<file path="config.mk">
export PLATFORM = sky130hd
export DESIGN_NAME = frame_table_clock_replacement_flat
export DESIGN_NICKNAME = d
export VERILOG_FILES = /design/src/ftc_pkg.sv /design/src/ftc_req_if.sv /design/src/ftc_rsp_if.sv /design/src/frame_table_clock_replacement.sv /design/src/ftc_ctrl.sv /design/src/ftc_dp.sv /design/src/flat_wrapper.sv
export SDC_FILE = /design/constraint.sdc
export NUM_CORES = 2
export LEC_CHECK = 0
export BUFFER_PORTS_ARGS = -buffer_cell sky130_fd_sc_hd__buf_4
export CELL_PAD_IN_SITES_DETAIL_PLACEMENT = 0
export CELL_PAD_IN_SITES_GLOBAL_PLACEMENT = 1
export CORE_AREA = 3 3 480 482
export CTS_CLUSTER_DIAMETER = 100
export CTS_CLUSTER_SIZE = 16
export DETAILED_ROUTE_END_ITERATION = 10
export DIE_AREA = 0 0 483 485
export GPL_TIMING_DRIVEN = 1
export PLACE_DENSITY_LB_ADDON = 0.08
export SLEW_MARGIN = 20
export SYNTH_ARGS = -nofsm -noshare
export SYNTH_HDL_FRONTEND = slang
export SYNTH_HIERARCHICAL = 1
export SYNTH_SLANG_ARGS = --single-unit
export TNS_END_PERCENT = 10
</file>
<file path="constraint.sdc">
create_clock -name clk -period 11.15 [get_ports clk]
set_input_delay 2.23 -clock clk [delete_from_list [all_inputs] [get_ports clk]]
set_output_delay 2.23 -clock clk [all_outputs]
set_load 0.02 [all_outputs]
</file>
<file path="src/ftc_pkg.sv">
`timescale 1ns / 1ps
`default_nettype none

package ftc_pkg;

  // Table geometry and field widths.
  localparam int FRAMES        = 64;
  localparam int FRAME_BITS    = $clog2(FRAMES);
  localparam int CFG_BITS      = 7;
  localparam int OP_BITS       = 3;
  localparam int KEY_BITS_DEF  = 16;
  localparam int PAGE_BITS_DEF = 16;
  localparam logic [CFG_BITS-1:0] CFG_RESET = CFG_BITS'(FRAMES);

  // Operation codes carried by the request channel.
  typedef enum logic [OP_BITS-1:0] {
    OP_LOOKUP    = 3'd0,
    OP_FIND_FREE = 3'd1,
    OP_ASSIGN    = 3'd2,
    OP_RELEASE   = 3'd3,
    OP_VICTIM    = 3'd4,
    OP_TOUCH     = 3'd5
  } op_t;

  // Controller states.
  typedef enum logic [3:0] {
    ST_IDLE,
    ST_DISPATCH,
    ST_LK_RD,
    ST_LK_CMP,
    ST_FF,
    ST_VS,
    ST_RD,
    ST_RPT,
    ST_ZERO
  } state_t;

  // Frame pointer update selection.
  typedef enum logic [2:0] {
    PTR_HOLD,
    PTR_ZERO,
    PTR_IDX,
    PTR_HAND,
    PTR_STEP
  } ptr_sel_t;

  // Commands from the controller to the datapath.
  typedef struct packed {
    logic     load;
    ptr_sel_t ptr_sel;
    logic     cnt_clr;
    logic     cnt_inc;
    logic     pass_set;
    logic     vs_scan;
    logic     mem_rd;
    logic     hand_adv;
    logic     report;
    logic     report_zero;
    logic     commit;
  } ctrl_cmd_t;

  // Status from the datapath to the controller.
  typedef struct packed {
    logic [OP_BITS-1:0] op;
    logic               idx_ok;
    logic               occ_ptr;
    logic               lk_match;
    logic               vs_hit;
    logic               last;
    logic               pass;
    logic               out_free;
  } ctrl_sts_t;

endpackage

`default_nettype wire

</file>
<file path="src/ftc_req_if.sv">
`timescale 1ns / 1ps
`default_nettype none

interface ftc_req_if
  import ftc_pkg::*;
#(
  parameter int KEY_BITS  = KEY_BITS_DEF,
  parameter int PAGE_BITS = PAGE_BITS_DEF
) ();

  logic                  valid;
  logic                  ready;
  logic [OP_BITS-1:0]    op;
  logic [KEY_BITS-1:0]   owner_key;
  logic [PAGE_BITS-1:0]  page_number;
  logic [FRAME_BITS-1:0] frame_index;
  logic                  write_flag;

  modport source (
    output valid, op, owner_key, page_number, frame_index, write_flag,
    input  ready
  );

  modport sink (
    input  valid, op, owner_key, page_number, frame_index, write_flag,
    output ready
  );

endinterface

`default_nettype wire

</file>
<file path="src/ftc_rsp_if.sv">
`timescale 1ns / 1ps
`default_nettype none

interface ftc_rsp_if
  import ftc_pkg::*;
#(
  parameter int KEY_BITS  = KEY_BITS_DEF,
  parameter int PAGE_BITS = PAGE_BITS_DEF
) ();

  logic                  valid;
  logic                  ready;
  logic                  found;
  logic [FRAME_BITS-1:0] frame;
  logic                  frame_dirty;
  logic [KEY_BITS-1:0]   frame_owner;
  logic [PAGE_BITS-1:0]  frame_page;

  modport source (
    output valid, found, frame, frame_dirty, frame_owner, frame_page,
    input  ready
  );

  modport sink (
    input  valid, found, frame, frame_dirty, frame_owner, frame_page,
    output ready
  );

endinterface

`default_nettype wire

</file>
<file path="src/frame_table_clock_replacement.sv">
`timescale 1ns / 1ps
`default_nettype none

// Channel  Direction  Contents
// req      in         op, owner_key, page_number, frame_index, write_flag
// rsp      out        found, frame, frame_dirty, frame_owner, frame_page
// cfg      in         frames_in_use, written when cfg_wr_en is high
//
// One request is worked at a time. With n frames in use, assign, release and
// touch act on the indexed frame; find free and lookup scan up to n frames,
// victim up to two passes of n. Find free and victim step one frame per cycle;
// lookup reads the owner and page memory, registered, before each compare.
// Synchronous reset clears the frame status bits and the hand at once; there
// is no clearing pass. A stalled result holds the block in its last state.

module frame_table_clock_replacement
  import ftc_pkg::*;
#(
  parameter int KEY_BITS  = KEY_BITS_DEF,
  parameter int PAGE_BITS = PAGE_BITS_DEF
) (
  input  logic                clk,
  input  logic                rst,
  input  logic                cfg_wr_en,
  input  logic [CFG_BITS-1:0] cfg_wr_data,
  ftc_req_if.sink             req,
  ftc_rsp_if.source           rsp
);

  ctrl_cmd_t cmd;
  ctrl_sts_t sts;
  logic      in_ready;

  // Sequencing of each operation.
  ftc_ctrl u_ctrl (
    .clk      (clk),
    .rst      (rst),
    .in_valid (req.valid),
    .in_ready (in_ready),
    .sts      (sts),
    .cmd      (cmd)
  );

  assign req.ready = in_ready;

  // Frame table storage, scan pointer and result register.
  ftc_dp #(
    .KEY_BITS  (KEY_BITS),
    .PAGE_BITS (PAGE_BITS)
  ) u_dp (
    .clk             (clk),
    .rst             (rst),
    .cfg_wr_en       (cfg_wr_en),
    .cfg_wr_data     (cfg_wr_data),
    .in_op           (req.op),
    .in_owner_key    (req.owner_key),
    .in_page_number  (req.page_number),
    .in_frame_index  (req.frame_index),
    .in_write_flag   (req.write_flag),
    .cmd             (cmd),
    .sts             (sts),
    .out_ready       (rsp.ready),
    .out_valid       (rsp.valid),
    .out_found       (rsp.found),
    .out_frame       (rsp.frame),
    .out_frame_dirty (rsp.frame_dirty),
    .out_frame_owner (rsp.frame_owner),
    .out_frame_page  (rsp.frame_page)
  );

endmodule

`default_nettype wire

</file>
<file path="src/ftc_ctrl.sv">
`timescale 1ns / 1ps
`default_nettype none

module ftc_ctrl
  import ftc_pkg::*;
(
  input  logic      clk,
  input  logic      rst,
  input  logic      in_valid,
  output logic      in_ready,
  input  ctrl_sts_t sts,
  output ctrl_cmd_t cmd
);

  state_t state;
  state_t state_next;

  // State register.
  always_ff @(posedge clk) begin
    if (rst) begin
      state <= ST_IDLE;
    end else begin
      state <= state_next;
    end
  end

  // Next state.
  always_comb begin
    state_next = state;
    case (state)
      ST_IDLE: begin
        if (in_valid) begin
          state_next = ST_DISPATCH;
        end
      end
      ST_DISPATCH: begin
        case (sts.op)
          OP_LOOKUP:    state_next = ST_LK_RD;
          OP_FIND_FREE: state_next = ST_FF;
          OP_VICTIM:    state_next = ST_VS;
          OP_ASSIGN, OP_RELEASE, OP_TOUCH: begin
            state_next = sts.idx_ok ? ST_RD : ST_ZERO;
          end
          default:      state_next = ST_ZERO;
        endcase
      end
      ST_LK_RD: begin
        state_next = ST_LK_CMP;
      end
      ST_LK_CMP: begin
        if (sts.lk_match) begin
          state_next = ST_RPT;
        end else if (sts.last) begin
          state_next = ST_ZERO;
        end else begin
          state_next = ST_LK_RD;
        end
      end
      ST_FF: begin
        if (!sts.occ_ptr) begin
          state_next = ST_RD;
        end else if (sts.last) begin
          state_next = ST_ZERO;
        end
      end
      ST_VS: begin
        // After the second full pass the pointer has wrapped back to the hand.
        if (sts.vs_hit || (sts.last && sts.pass)) begin
          state_next = ST_RD;
        end
      end
      ST_RD: begin
        state_next = ST_RPT;
      end
      ST_RPT, ST_ZERO: begin
        if (sts.out_free) begin
          state_next = ST_IDLE;
        end
      end
      default: begin
        state_next = ST_IDLE;
      end
    endcase
  end

  // Commands for the current state.
  always_comb begin
    cmd         = '0;
    cmd.ptr_sel = PTR_HOLD;
    in_ready    = 1'b0;
    case (state)
      ST_IDLE: begin
        // No request is taken while reset is held.
        in_ready = !rst;
        cmd.load = in_valid && !rst;
      end
      ST_DISPATCH: begin
        cmd.cnt_clr = 1'b1;
        case (sts.op)
          OP_LOOKUP, OP_FIND_FREE:        cmd.ptr_sel = PTR_ZERO;
          OP_VICTIM:                      cmd.ptr_sel = PTR_HAND;
          OP_ASSIGN, OP_RELEASE, OP_TOUCH: cmd.ptr_sel = PTR_IDX;
          default:                        cmd.ptr_sel = PTR_HOLD;
        endcase
      end
      ST_LK_RD: begin
        cmd.mem_rd = 1'b1;
      end
      ST_LK_CMP: begin
        if (!sts.lk_match && !sts.last) begin
          cmd.ptr_sel = PTR_STEP;
          cmd.cnt_inc = 1'b1;
        end
      end
      ST_FF: begin
        if (sts.occ_ptr && !sts.last) begin
          cmd.ptr_sel = PTR_STEP;
          cmd.cnt_inc = 1'b1;
        end
      end
      ST_VS: begin
        cmd.vs_scan = 1'b1;
        if (!sts.vs_hit) begin
          cmd.ptr_sel = PTR_STEP;
          if (sts.last) begin
            cmd.cnt_clr  = 1'b1;
            cmd.pass_set = 1'b1;
          end else begin
            cmd.cnt_inc = 1'b1;
          end
        end
      end
      ST_RD: begin
        cmd.mem_rd   = 1'b1;
        cmd.hand_adv = (sts.op == OP_VICTIM);
      end
      ST_RPT: begin
        cmd.report = sts.out_free;
        cmd.commit = sts.out_free;
      end
      ST_ZERO: begin
        cmd.report_zero = sts.out_free;
      end
      default: begin
        cmd = '0;
      end
    endcase
  end

endmodule

`default_nettype wire

</file>
<file path="src/ftc_dp.sv">
`timescale 1ns / 1ps
`default_nettype none

module ftc_dp
  import ftc_pkg::*;
#(
  parameter int KEY_BITS  = KEY_BITS_DEF,
  parameter int PAGE_BITS = PAGE_BITS_DEF
) (
  input  logic                  clk,
  input  logic                  rst,
  input  logic                  cfg_wr_en,
  input  logic [CFG_BITS-1:0]   cfg_wr_data,
  input  logic [OP_BITS-1:0]    in_op,
  input  logic [KEY_BITS-1:0]   in_owner_key,
  input  logic [PAGE_BITS-1:0]  in_page_number,
  input  logic [FRAME_BITS-1:0] in_frame_index,
  input  logic                  in_write_flag,
  input  ctrl_cmd_t             cmd,
  output ctrl_sts_t             sts,
  input  logic                  out_ready,
  output logic                  out_valid,
  output logic                  out_found,
  output logic [FRAME_BITS-1:0] out_frame,
  output logic                  out_frame_dirty,
  output logic [KEY_BITS-1:0]   out_frame_owner,
  output logic [PAGE_BITS-1:0]  out_frame_page
);

  logic [CFG_BITS-1:0]   frames_in_use;
  logic [OP_BITS-1:0]    op;
  logic [KEY_BITS-1:0]   key;
  logic [PAGE_BITS-1:0]  page;
  logic [FRAME_BITS-1:0] idx;
  logic                  wr;
  logic [FRAME_BITS-1:0] last_frame;
  logic [FRAME_BITS-1:0] last_frame_next;
  logic [CFG_BITS-1:0]   fiu_m1;
  logic [FRAME_BITS-1:0] ptr;
  logic [FRAME_BITS-1:0] ptr_step;
  logic [FRAME_BITS-1:0] hand_start;
  logic [FRAME_BITS-1:0] cnt;
  logic                  pass;
  logic [FRAME_BITS-1:0] hand;
  logic [FRAMES-1:0]     occ;
  logic [FRAMES-1:0]     used;
  logic [FRAMES-1:0]     dirty;
  logic [KEY_BITS-1:0]   owner_mem [FRAMES];
  logic [PAGE_BITS-1:0]  page_mem [FRAMES];
  logic [KEY_BITS-1:0]   rd_owner;
  logic [PAGE_BITS-1:0]  rd_page;
  logic                  vs_hit;
  logic                  out_free;

  // Frame count register; write it only while idle, which the block itself does not enforce.
  always_ff @(posedge clk) begin
    if (rst) begin
      frames_in_use <= CFG_RESET;
    end else if (cfg_wr_en) begin
      frames_in_use <= cfg_wr_data;
    end
  end

  // Highest usable frame: a count of zero acts as one, a large count saturates.
  assign fiu_m1 = frames_in_use - 1'b1;
  always_comb begin
    if (frames_in_use == '0) begin
      last_frame_next = '0;
    end else if (frames_in_use > CFG_BITS'(FRAMES)) begin
      last_frame_next = FRAME_BITS'(FRAMES - 1);
    end else begin
      last_frame_next = fiu_m1[FRAME_BITS-1:0];
    end
  end

  // Request capture.
  always_ff @(posedge clk) begin
    if (cmd.load) begin
      op         <= in_op;
      key        <= in_owner_key;
      page       <= in_page_number;
      idx        <= in_frame_index;
      wr         <= in_write_flag;
      last_frame <= last_frame_next;
    end
  end

  // Scan pointer, wrapping at the frame count.
  assign ptr_step   = (ptr == last_frame) ? '0 : ptr + 1'b1;
  assign hand_start = (hand <= last_frame) ? hand : '0;

  always_ff @(posedge clk) begin
    case (cmd.ptr_sel)
      PTR_ZERO: ptr <= '0;
      PTR_IDX:  ptr <= idx;
      PTR_HAND: ptr <= hand_start;
      PTR_STEP: ptr <= ptr_step;
      default:  ptr <= ptr;
    endcase
  end

  // Step counter and pass flag for the scans.
  always_ff @(posedge clk) begin
    if (cmd.cnt_clr) begin
      cnt <= '0;
    end else if (cmd.cnt_inc) begin
      cnt <= cnt + 1'b1;
    end
    if (cmd.load) begin
      pass <= 1'b0;
    end else if (cmd.pass_set) begin
      pass <= 1'b1;
    end
  end

  // Clock hand moves to the frame after the victim.
  always_ff @(posedge clk) begin
    if (rst) begin
      hand <= '0;
    end else if (cmd.hand_adv) begin
      hand <= ptr_step;
    end
  end

  // First pass wants a clean unused frame, second pass a dirty one.
  assign vs_hit = occ[ptr] && !used[ptr] && (dirty[ptr] == pass);

  // Frame status bits.
  always_ff @(posedge clk) begin
    if (rst) begin
      occ   <= '0;
      used  <= '0;
      dirty <= '0;
    end else begin
      if (cmd.vs_scan && occ[ptr] && !vs_hit) begin
        used[ptr] <= 1'b0;
      end
      if (cmd.commit) begin
        case (op)
          OP_ASSIGN: begin
            occ[ptr]   <= 1'b1;
            used[ptr]  <= 1'b1;
            dirty[ptr] <= 1'b0;
          end
          OP_RELEASE: begin
            occ[ptr]   <= 1'b0;
            used[ptr]  <= 1'b0;
            dirty[ptr] <= 1'b0;
          end
          OP_TOUCH: begin
            if (occ[ptr]) begin
              used[ptr] <= 1'b1;
              if (wr) begin
                dirty[ptr] <= 1'b1;
              end
            end
          end
          default: begin
            occ[ptr] <= occ[ptr];
          end
        endcase
      end
    end
  end

  // Owner and page memory, one write and one registered read.
  always_ff @(posedge clk) begin
    if (cmd.commit && (op == OP_ASSIGN)) begin
      owner_mem[ptr] <= key;
      page_mem[ptr]  <= page;
    end
    if (cmd.mem_rd) begin
      rd_owner <= owner_mem[ptr];
      rd_page  <= page_mem[ptr];
    end
  end

  // Output register; a new result may load in the cycle the old one transfers.
  assign out_free = !out_valid || out_ready;

  always_ff @(posedge clk) begin
    if (rst) begin
      out_valid <= 1'b0;
    end else if (cmd.report || cmd.report_zero) begin
      out_valid <= 1'b1;
    end else if (out_ready) begin
      out_valid <= 1'b0;
    end
  end

  always_ff @(posedge clk) begin
    if (cmd.report) begin
      out_found       <= ((op == OP_TOUCH) || (op == OP_VICTIM)) ? occ[ptr] : 1'b1;
      out_frame       <= ptr;
      out_frame_dirty <= occ[ptr] & dirty[ptr];
      out_frame_owner <= occ[ptr] ? rd_owner : '0;
      out_frame_page  <= occ[ptr] ? rd_page : '0;
    end else if (cmd.report_zero) begin
      out_found       <= 1'b0;
      out_frame       <= '0;
      out_frame_dirty <= 1'b0;
      out_frame_owner <= '0;
      out_frame_page  <= '0;
    end
  end

  // Status toward the controller.
  always_comb begin
    sts          = '0;
    sts.op       = op;
    sts.idx_ok   = (idx <= last_frame);
    sts.occ_ptr  = occ[ptr];
    sts.lk_match = occ[ptr] && (rd_owner == key) && (rd_page == page);
    sts.vs_hit   = vs_hit;
    sts.last     = (cnt == last_frame);
    sts.pass     = pass;
    sts.out_free = out_free;
  end

endmodule

`default_nettype wire

</file>
<file path="src/flat_wrapper.sv">
// flat-port wrapper written by rule: the top's interface ports become plain ports
module frame_table_clock_replacement_flat import ftc_pkg::*;
#(
  parameter int KEY_BITS  = KEY_BITS_DEF,
  parameter int PAGE_BITS = PAGE_BITS_DEF
)
  (clk, rst, cfg_wr_en, cfg_wr_data, req_valid, req_op, req_owner_key, req_page_number, req_frame_index, req_write_flag, req_ready, rsp_valid, rsp_found, rsp_frame, rsp_frame_dirty, rsp_frame_owner, rsp_frame_page, rsp_ready);
  ftc_req_if #(.KEY_BITS(KEY_BITS), .PAGE_BITS(PAGE_BITS)) req_i ();
  ftc_rsp_if #(.KEY_BITS(KEY_BITS), .PAGE_BITS(PAGE_BITS)) rsp_i ();
  input  logic clk;
  input  logic rst;
  input  logic cfg_wr_en;
  input  logic [CFG_BITS-1:0] cfg_wr_data;
  input wire logic [$bits(req_i.valid)-1:0] req_valid;
  input wire logic [$bits(req_i.op)-1:0] req_op;
  input wire logic [$bits(req_i.owner_key)-1:0] req_owner_key;
  input wire logic [$bits(req_i.page_number)-1:0] req_page_number;
  input wire logic [$bits(req_i.frame_index)-1:0] req_frame_index;
  input wire logic [$bits(req_i.write_flag)-1:0] req_write_flag;
  output wire logic [$bits(req_i.ready)-1:0] req_ready;
  output wire logic [$bits(rsp_i.valid)-1:0] rsp_valid;
  output wire logic [$bits(rsp_i.found)-1:0] rsp_found;
  output wire logic [$bits(rsp_i.frame)-1:0] rsp_frame;
  output wire logic [$bits(rsp_i.frame_dirty)-1:0] rsp_frame_dirty;
  output wire logic [$bits(rsp_i.frame_owner)-1:0] rsp_frame_owner;
  output wire logic [$bits(rsp_i.frame_page)-1:0] rsp_frame_page;
  input wire logic [$bits(rsp_i.ready)-1:0] rsp_ready;
  assign req_i.valid = req_valid;
  assign req_i.op = req_op;
  assign req_i.owner_key = req_owner_key;
  assign req_i.page_number = req_page_number;
  assign req_i.frame_index = req_frame_index;
  assign req_i.write_flag = req_write_flag;
  assign req_ready = req_i.ready;
  assign rsp_valid = rsp_i.valid;
  assign rsp_found = rsp_i.found;
  assign rsp_frame = rsp_i.frame;
  assign rsp_frame_dirty = rsp_i.frame_dirty;
  assign rsp_frame_owner = rsp_i.frame_owner;
  assign rsp_frame_page = rsp_i.frame_page;
  assign rsp_i.ready = rsp_ready;
  frame_table_clock_replacement #(.KEY_BITS(KEY_BITS), .PAGE_BITS(PAGE_BITS)) u_core (.clk(clk), .rst(rst), .cfg_wr_en(cfg_wr_en), .cfg_wr_data(cfg_wr_data), .req(req_i), .rsp(rsp_i));
endmodule
</file>
# Word-level counts from Yosys, hierarchy flattened
# Memories as Yosys holds them, arrays and structs flattened. A register that Yosys moved wholly into a read port is not among the register bits.
# Cells that the tools add are included.
classes:
  n_addsub: 3
  magnitude_cmp: 5
  n_eq_ne: 28
  muxes: 65
  bitwise_logic: 10
  n_reduce_logical: 37
op_table:
  columns: ["cell", "n"]
  rows:
  - ["two-way mux 64 bit", 6]
  - ["one-hot mux 64 bit (3 select lines)", 2]
  - ["bitwise AND 64 bit", 4]
  - ["OR 64 bit", 3]
  - ["one-hot mux 64 bit (2 select lines)", 1]
  - ["two-way mux 16 bit", 5]
  - ["bitwise mux 64 bit", 1]
  - ["NOT 64 bit", 1]
  - ["two-way mux 6 bit", 6]
  - ["== test 16 bit", 2]
  - ["two-way mux 4 bit", 8]
  - ["one-hot mux 4 bit (8 select lines)", 1]
  - ["one-hot mux 6 bit (4 select lines)", 1]
  - ["two-way mux 1 bit", 22]
  - ["binary-select mux 1 bit (select 6 bit)", 3]
  - ["== test 4 x 3 -> 1 bit (second input constant)", 4]
  - ["one-hot mux 4 bit (4 select lines)", 1]
  - ["adder 6 x 1 -> 6 bit (second input constant)", 2]
  - ["== test 3 x 2 -> 1 bit (second input constant)", 4]
  - ["== test 6 bit", 2]
  - ["<= comparator 6 bit", 2]
  - ["logical AND 1 bit", 12]
  - ["one-hot mux 3 bit (4 select lines)", 1]
  - ["!= test 2 bit (second input constant)", 5]
  - ["other kinds (30)", 49]
totals:
  ff_bits: 311
  ramBits: 2048
  in_bits: 54
  out_inout_bits: 42
  wordCells: 171
  mem_count: 2
mem_list:
  columns: ["name", "words", "word_bits", "rd", "rd_clocked_by_memory_dff", "wr", "line", "source"]
  rows:
  - ["u_core.u_dp.owner_mem", 64, 16, 1, 1, 1, "ftc_dp.sv:48", "logic [KEY_BITS-1:0] owner_mem [FRAMES];"]
  - ["u_core.u_dp.page_mem", 64, 16, 1, 1, 1, "ftc_dp.sv:49", "logic [PAGE_BITS-1:0] page_mem [FRAMES];"]

# Depth between registers and ports, before layout
logic_depth:
  depth_word: 15
  ltp_mapped: 19
  ltp_nobuf: 13

# Modules after synthesis
# The synthesis kept the hierarchy.
modules_own_cells:
  columns: ["mod", "instances", "cells_each", "area_each_um2", "seq_area_each_um2"]
  rows:
  - ["ftc_dp", 1, 5724, 92167.1, 69546.7]
  - ["ftc_ctrl", 1, 88, 614.3, 80.1]

# Worst setup path before layout
# OpenSTA, ideal clock, no wires.
synth_timing:
  kind: "input to register"
  from: "input rsp_ready"
  to: "memory u_core/u_dp/owner_mem[2][0] (netlist name), enable pin"
  setup_time_ns: 0.421
  t_arrival_ns: 5.012
  required_ns: 10.729
  path_slack_ns: 5.717
  path_stages: 10
  n_path_buf: 4
  cell_sequence: "nand2b_1 -> buf_4 -> inv_1 -> nor3_1 -> and2_1 -> clkbuf_1 -> nand2b_1 -> buf_1 -> clkbuf_1 -> nor2_1"
synth_lines:
  columns: ["element", "line", "source"]
  rows:
  - ["start, declared", "flat_wrapper.sv:27", "input wire logic [$bits(rsp_i.ready)-1:0] rsp_ready;"]
  - ["end, declared", "ftc_dp.sv:48", null]

==> results.md <==
- Via count of the first global-routing pass: 53870
- Yosys top cell by area: sky130_fd_sc_hd__edfxtp_1
- TritonCTS clock tree: yes
- Total setup buffers inserted after CTS: 0
- Final hold violation count: 0
- Number of enable flip-flop cells after synthesis: 2174
- PwrDens: 234.5 mW/mm²
- Mean post-synth cell area: 15.96 µm²
- Post-place setup slack: 4.578 ns
- Skew-Pair Late Insertion Delay: 0.84 ns
- Actual transition at the worst max-transition pin: 1.289 ns
- Maximum clock insertion buffer count: 3
- Tightest slew margin relative to the limit: 14.10%
- Drt first pass iters: 6
- Last weighted congestion value of the routability-driven placer: 0.8741
- Number of buffer cells added on primary ports: 95
- DP Wirelength: 208.7 mm
- Finish-stage setup viols: 0
- Highest fanout seen on the critical path: 46
- Number of placed I/O pins: 96
- Hold WC Path Type: reg2reg
- Gr usage total: 29.64%
- Global-route wire length before repair: 480.2 mm
- Upper clock frequency limit: 177.1 MHz
- Worst setup EP type: flop
- Number of storage elements in the synthesis netlist: 2391
- Asr flop ratio synth: 0%
- Area share of the largest cell type after synthesis: 70.36%
- Data arrival, critical path: 6.08 ns
- Overall power after layout: 24.01 mW
- Total length of routed wires: 356.9 mm
- Clock skew after layout: 0.03212 ns
- Final critical delay including setup and external delays: 5.645 ns
- Maximum number of pins on one net before global-route repair: 162
- CTS Root Cell: sky130_fd_sc_hd__clkbuf_16
- Outcome: complete, no violations
- Yosys warning total: 6
- Area growth from synthesis to layout: 10.35%
- Static leakage: 31.02 nW
- Die ar.: 0.2343 mm²
- Layout cells sized above 1: 13.19%
- Worst Path Class, Setup: in2reg
- Y dimension of the die: 485 µm
- Synth Cell Area: 0.09278 mm²
- Share of the yosys chip area belonging to registers: 75.04%
- Peak ir drop on the vdd network: 207.7 µV
- Clock group share of total power: 24.2%
- Antenna violations before repair: 22
- # resized after CTS: 0
- Effective utilization at floorplan: 40.90%
- Clock Sinks: 2391
- Routed wire length per instance: 39.96 µm
- Post-cts hold buffer count: 0
- Hold WS: 0.5021 ns
- Cell internal pwr: 14.91 mW
- Pins over their slew limit: 0
- Combinational Power Share: 33.2%
- Unique cell type count in the Yosys netlist: 85
- Clock slew seen by the registers of the worst setup and hold paths: 0.08 ns
- PnR worst setup slack: 5.505 ns
- Vias/cell: 6.513
- Ys flop type: sky130_fd_sc_hd__edfxtp_1
- Count of nets left with antenna violations after detail routing: 0
- X dimension of the die: 483 µm
- Max_cap viols: 0
- Net switching share of the total power: 37.89%
- Most frequent cell after synthesis: sky130_fd_sc_hd__edfxtp_1
- Nets in the synthesized netlist: 5882
- Cells taking the most area after synthesis: sky130_fd_sc_hd__edfxtp_1, sky130_fd_sc_hd__dfxtp_1, sky130_fd_sc_hd__a22oi_1
- H-tree level count: 4
- Number of standard-cell rows in the floorplan: 175
- RSZ-0062 raised after global routing: false
- Std-Cell Core Area: 0.2268 mm²
- Data required time at the worst endpoint: 11.59 ns
- GR Overflow Total: 0
- Startpoint type of the worst setup path: input pin
- Initial DRC count: 8242
- Sequential cell fraction of total power: 42.7%
- Total clock buffers created by CTS: 168
- Post-detailed-route DRC marker count: 0
- Top cells by instance count after synthesis: sky130_fd_sc_hd__edfxtp_1, sky130_fd_sc_hd__a22oi_1, sky130_fd_sc_hd__nor2_1, sky130_fd_sc_hd__a221oi_1, sky130_fd_sc_hd__dfxtp_1
- Cell count after synthesis: 5812
- Vias after detailed routing: 58170
- Period utilization: 50.63%
- Net count reported at finish: 5929
- Fin Setup TNS: 0 ns
- Net Switching: 9.099 mW
## registers in the layout, indices dropped and copies added, names as in the netlist, 3 cells and up, named ones only
name	flops
u_core/u_dp/key	16
u_core/u_dp/frames_in_use	7
u_core/u_dp/idx	6
u_core/u_dp/page	16
u_core/u_ctrl/state	4
u_core/u_dp/out_frame_owner	16
u_core/u_dp/last_frame	6
u_core/u_dp/rd_owner	16
u_core/u_dp/owner_mem	1024
u_core/u_dp/ptr	6
u_core/u_dp/used	64
u_core/u_dp/out_frame	6
u_core/u_dp/cnt	6
u_core/u_dp/hand	6
u_core/u_dp/out_frame_page	16
u_core/u_dp/rd_page	16
u_core/u_dp/op	3
u_core/u_dp/page_mem	1024
## cell type report
cell class,instances,area (µm²)
clock inverters,15,160.2
diodes,18,45.04
clock buffers,201,4349
multi-input cells,2943,21590
repair buffers,328,2745
flip-flops and latches,2391,69630
inverters,27,102.6
fillers,19890,124500
well taps,3009,3765
## path summary, 6_finish.rpt
check / from / to / slack (ns) / cells after the start
hold reg to reg: flop / flop / 0.50 / 2
hold / removal: flop / flop / 0.50 / 2
setup reg to reg: u_core/u_dp/ptr[2] / u_core/u_dp/page_mem[30][10] / 5.55 / 10
setup / recovery: rsp_ready / u_core/u_dp/page_mem[3][5] / 5.50 / 10
## cells by family (layout without fill, tap and decap cells)
| logic type | count (synthesis) | in the layout | synth area share, % |
|---|---|---|---|
| muxes | 239 | 239 | 3.285 |
| xor gates and xnor gates | 56 | 56 | 0.5286 |
| AOI/OAI and AO/OA | 1831 | 1831 | 14.27 |
| other | 0 | 18 | 0 |
| DFF | 2391 | 2391 | 75.04 |
| and+or+nand+nor | 800 | 800 | 4.191 |
| adders and majority gates | 17 | 17 | 0.2266 |
| buffers and inverters | 478 | 571 | 2.458 |
## critical path: stages
cell and delay, ns:
sky130_fd_sc_hd__buf_4 0.07, sky130_fd_sc_hd__nand2b_1 0.16, sky130_fd_sc_hd__inv_1 0.08, sky130_fd_sc_hd__nor3_2 0.17, sky130_fd_sc_hd__buf_4 0.54, sky130_fd_sc_hd__and2_2 0.31, sky130_fd_sc_hd__nand2b_4 0.37, sky130_fd_sc_hd__buf_4 0.63
sky130_fd_sc_hd__buf_4 0.48, sky130_fd_sc_hd__nor2_4 0.90
## layer usage
layer  global-route usage (%)  wire length [µm]  vias up
met3                    5.613             30670      453
met4                    10.22             13520        8
met1                    41.51            147700    30950
met5                        0                57        -
met2                    46.50            164900     2933
li1                         -                 -    23830
## cell usage in the layout (no fill, tap or decap), drive strengths merged, types with 91 or more instances in the layout
master / count
edfxtp: 2174
dfxtp: 217
buf: 328
a221oi: 253
a22o: 149
nand2: 196
a21oi: 216
nor2: 276
a22oi: 466
a31oi: 179
mux2i: 120
o21ai: 179
o22ai: 91
clkbuf: 201
## stage by stage
| step | util, % | std cells | cell area, µm² |
|---|---|---|---|
| after floorplan | - | 5812 | 92780 |
| after global placement | 43.06 | 8692 | 97680 |
| after detailed placement | 43.10 | 8696 | 97770 |
| after CTS | 45.09 | 8912 | 102300 |
| after global routing | 45.12 | 8919 | 102400 |
| final | 45.13 | 8932 | 102400 |
## power by group through the flow
| stage | combinational, mW | sequential (mW) | clock (mW) |
|---|---|---|---|
| after floorplan | 3.87 | 10.6 | 0 |
| after global placement | 7.81 | 10.4 | 0 |
| after detailed placement | 7.84 | 10.4 | 0 |
| after CTS | 7.86 | 10.2 | 5.89 |
| after global routing | 8.16 | 10.2 | 6.20 |
| final | 7.97 | 10.2 | 5.80 |
No activity file was read; power rests on OpenSTA's default activity.
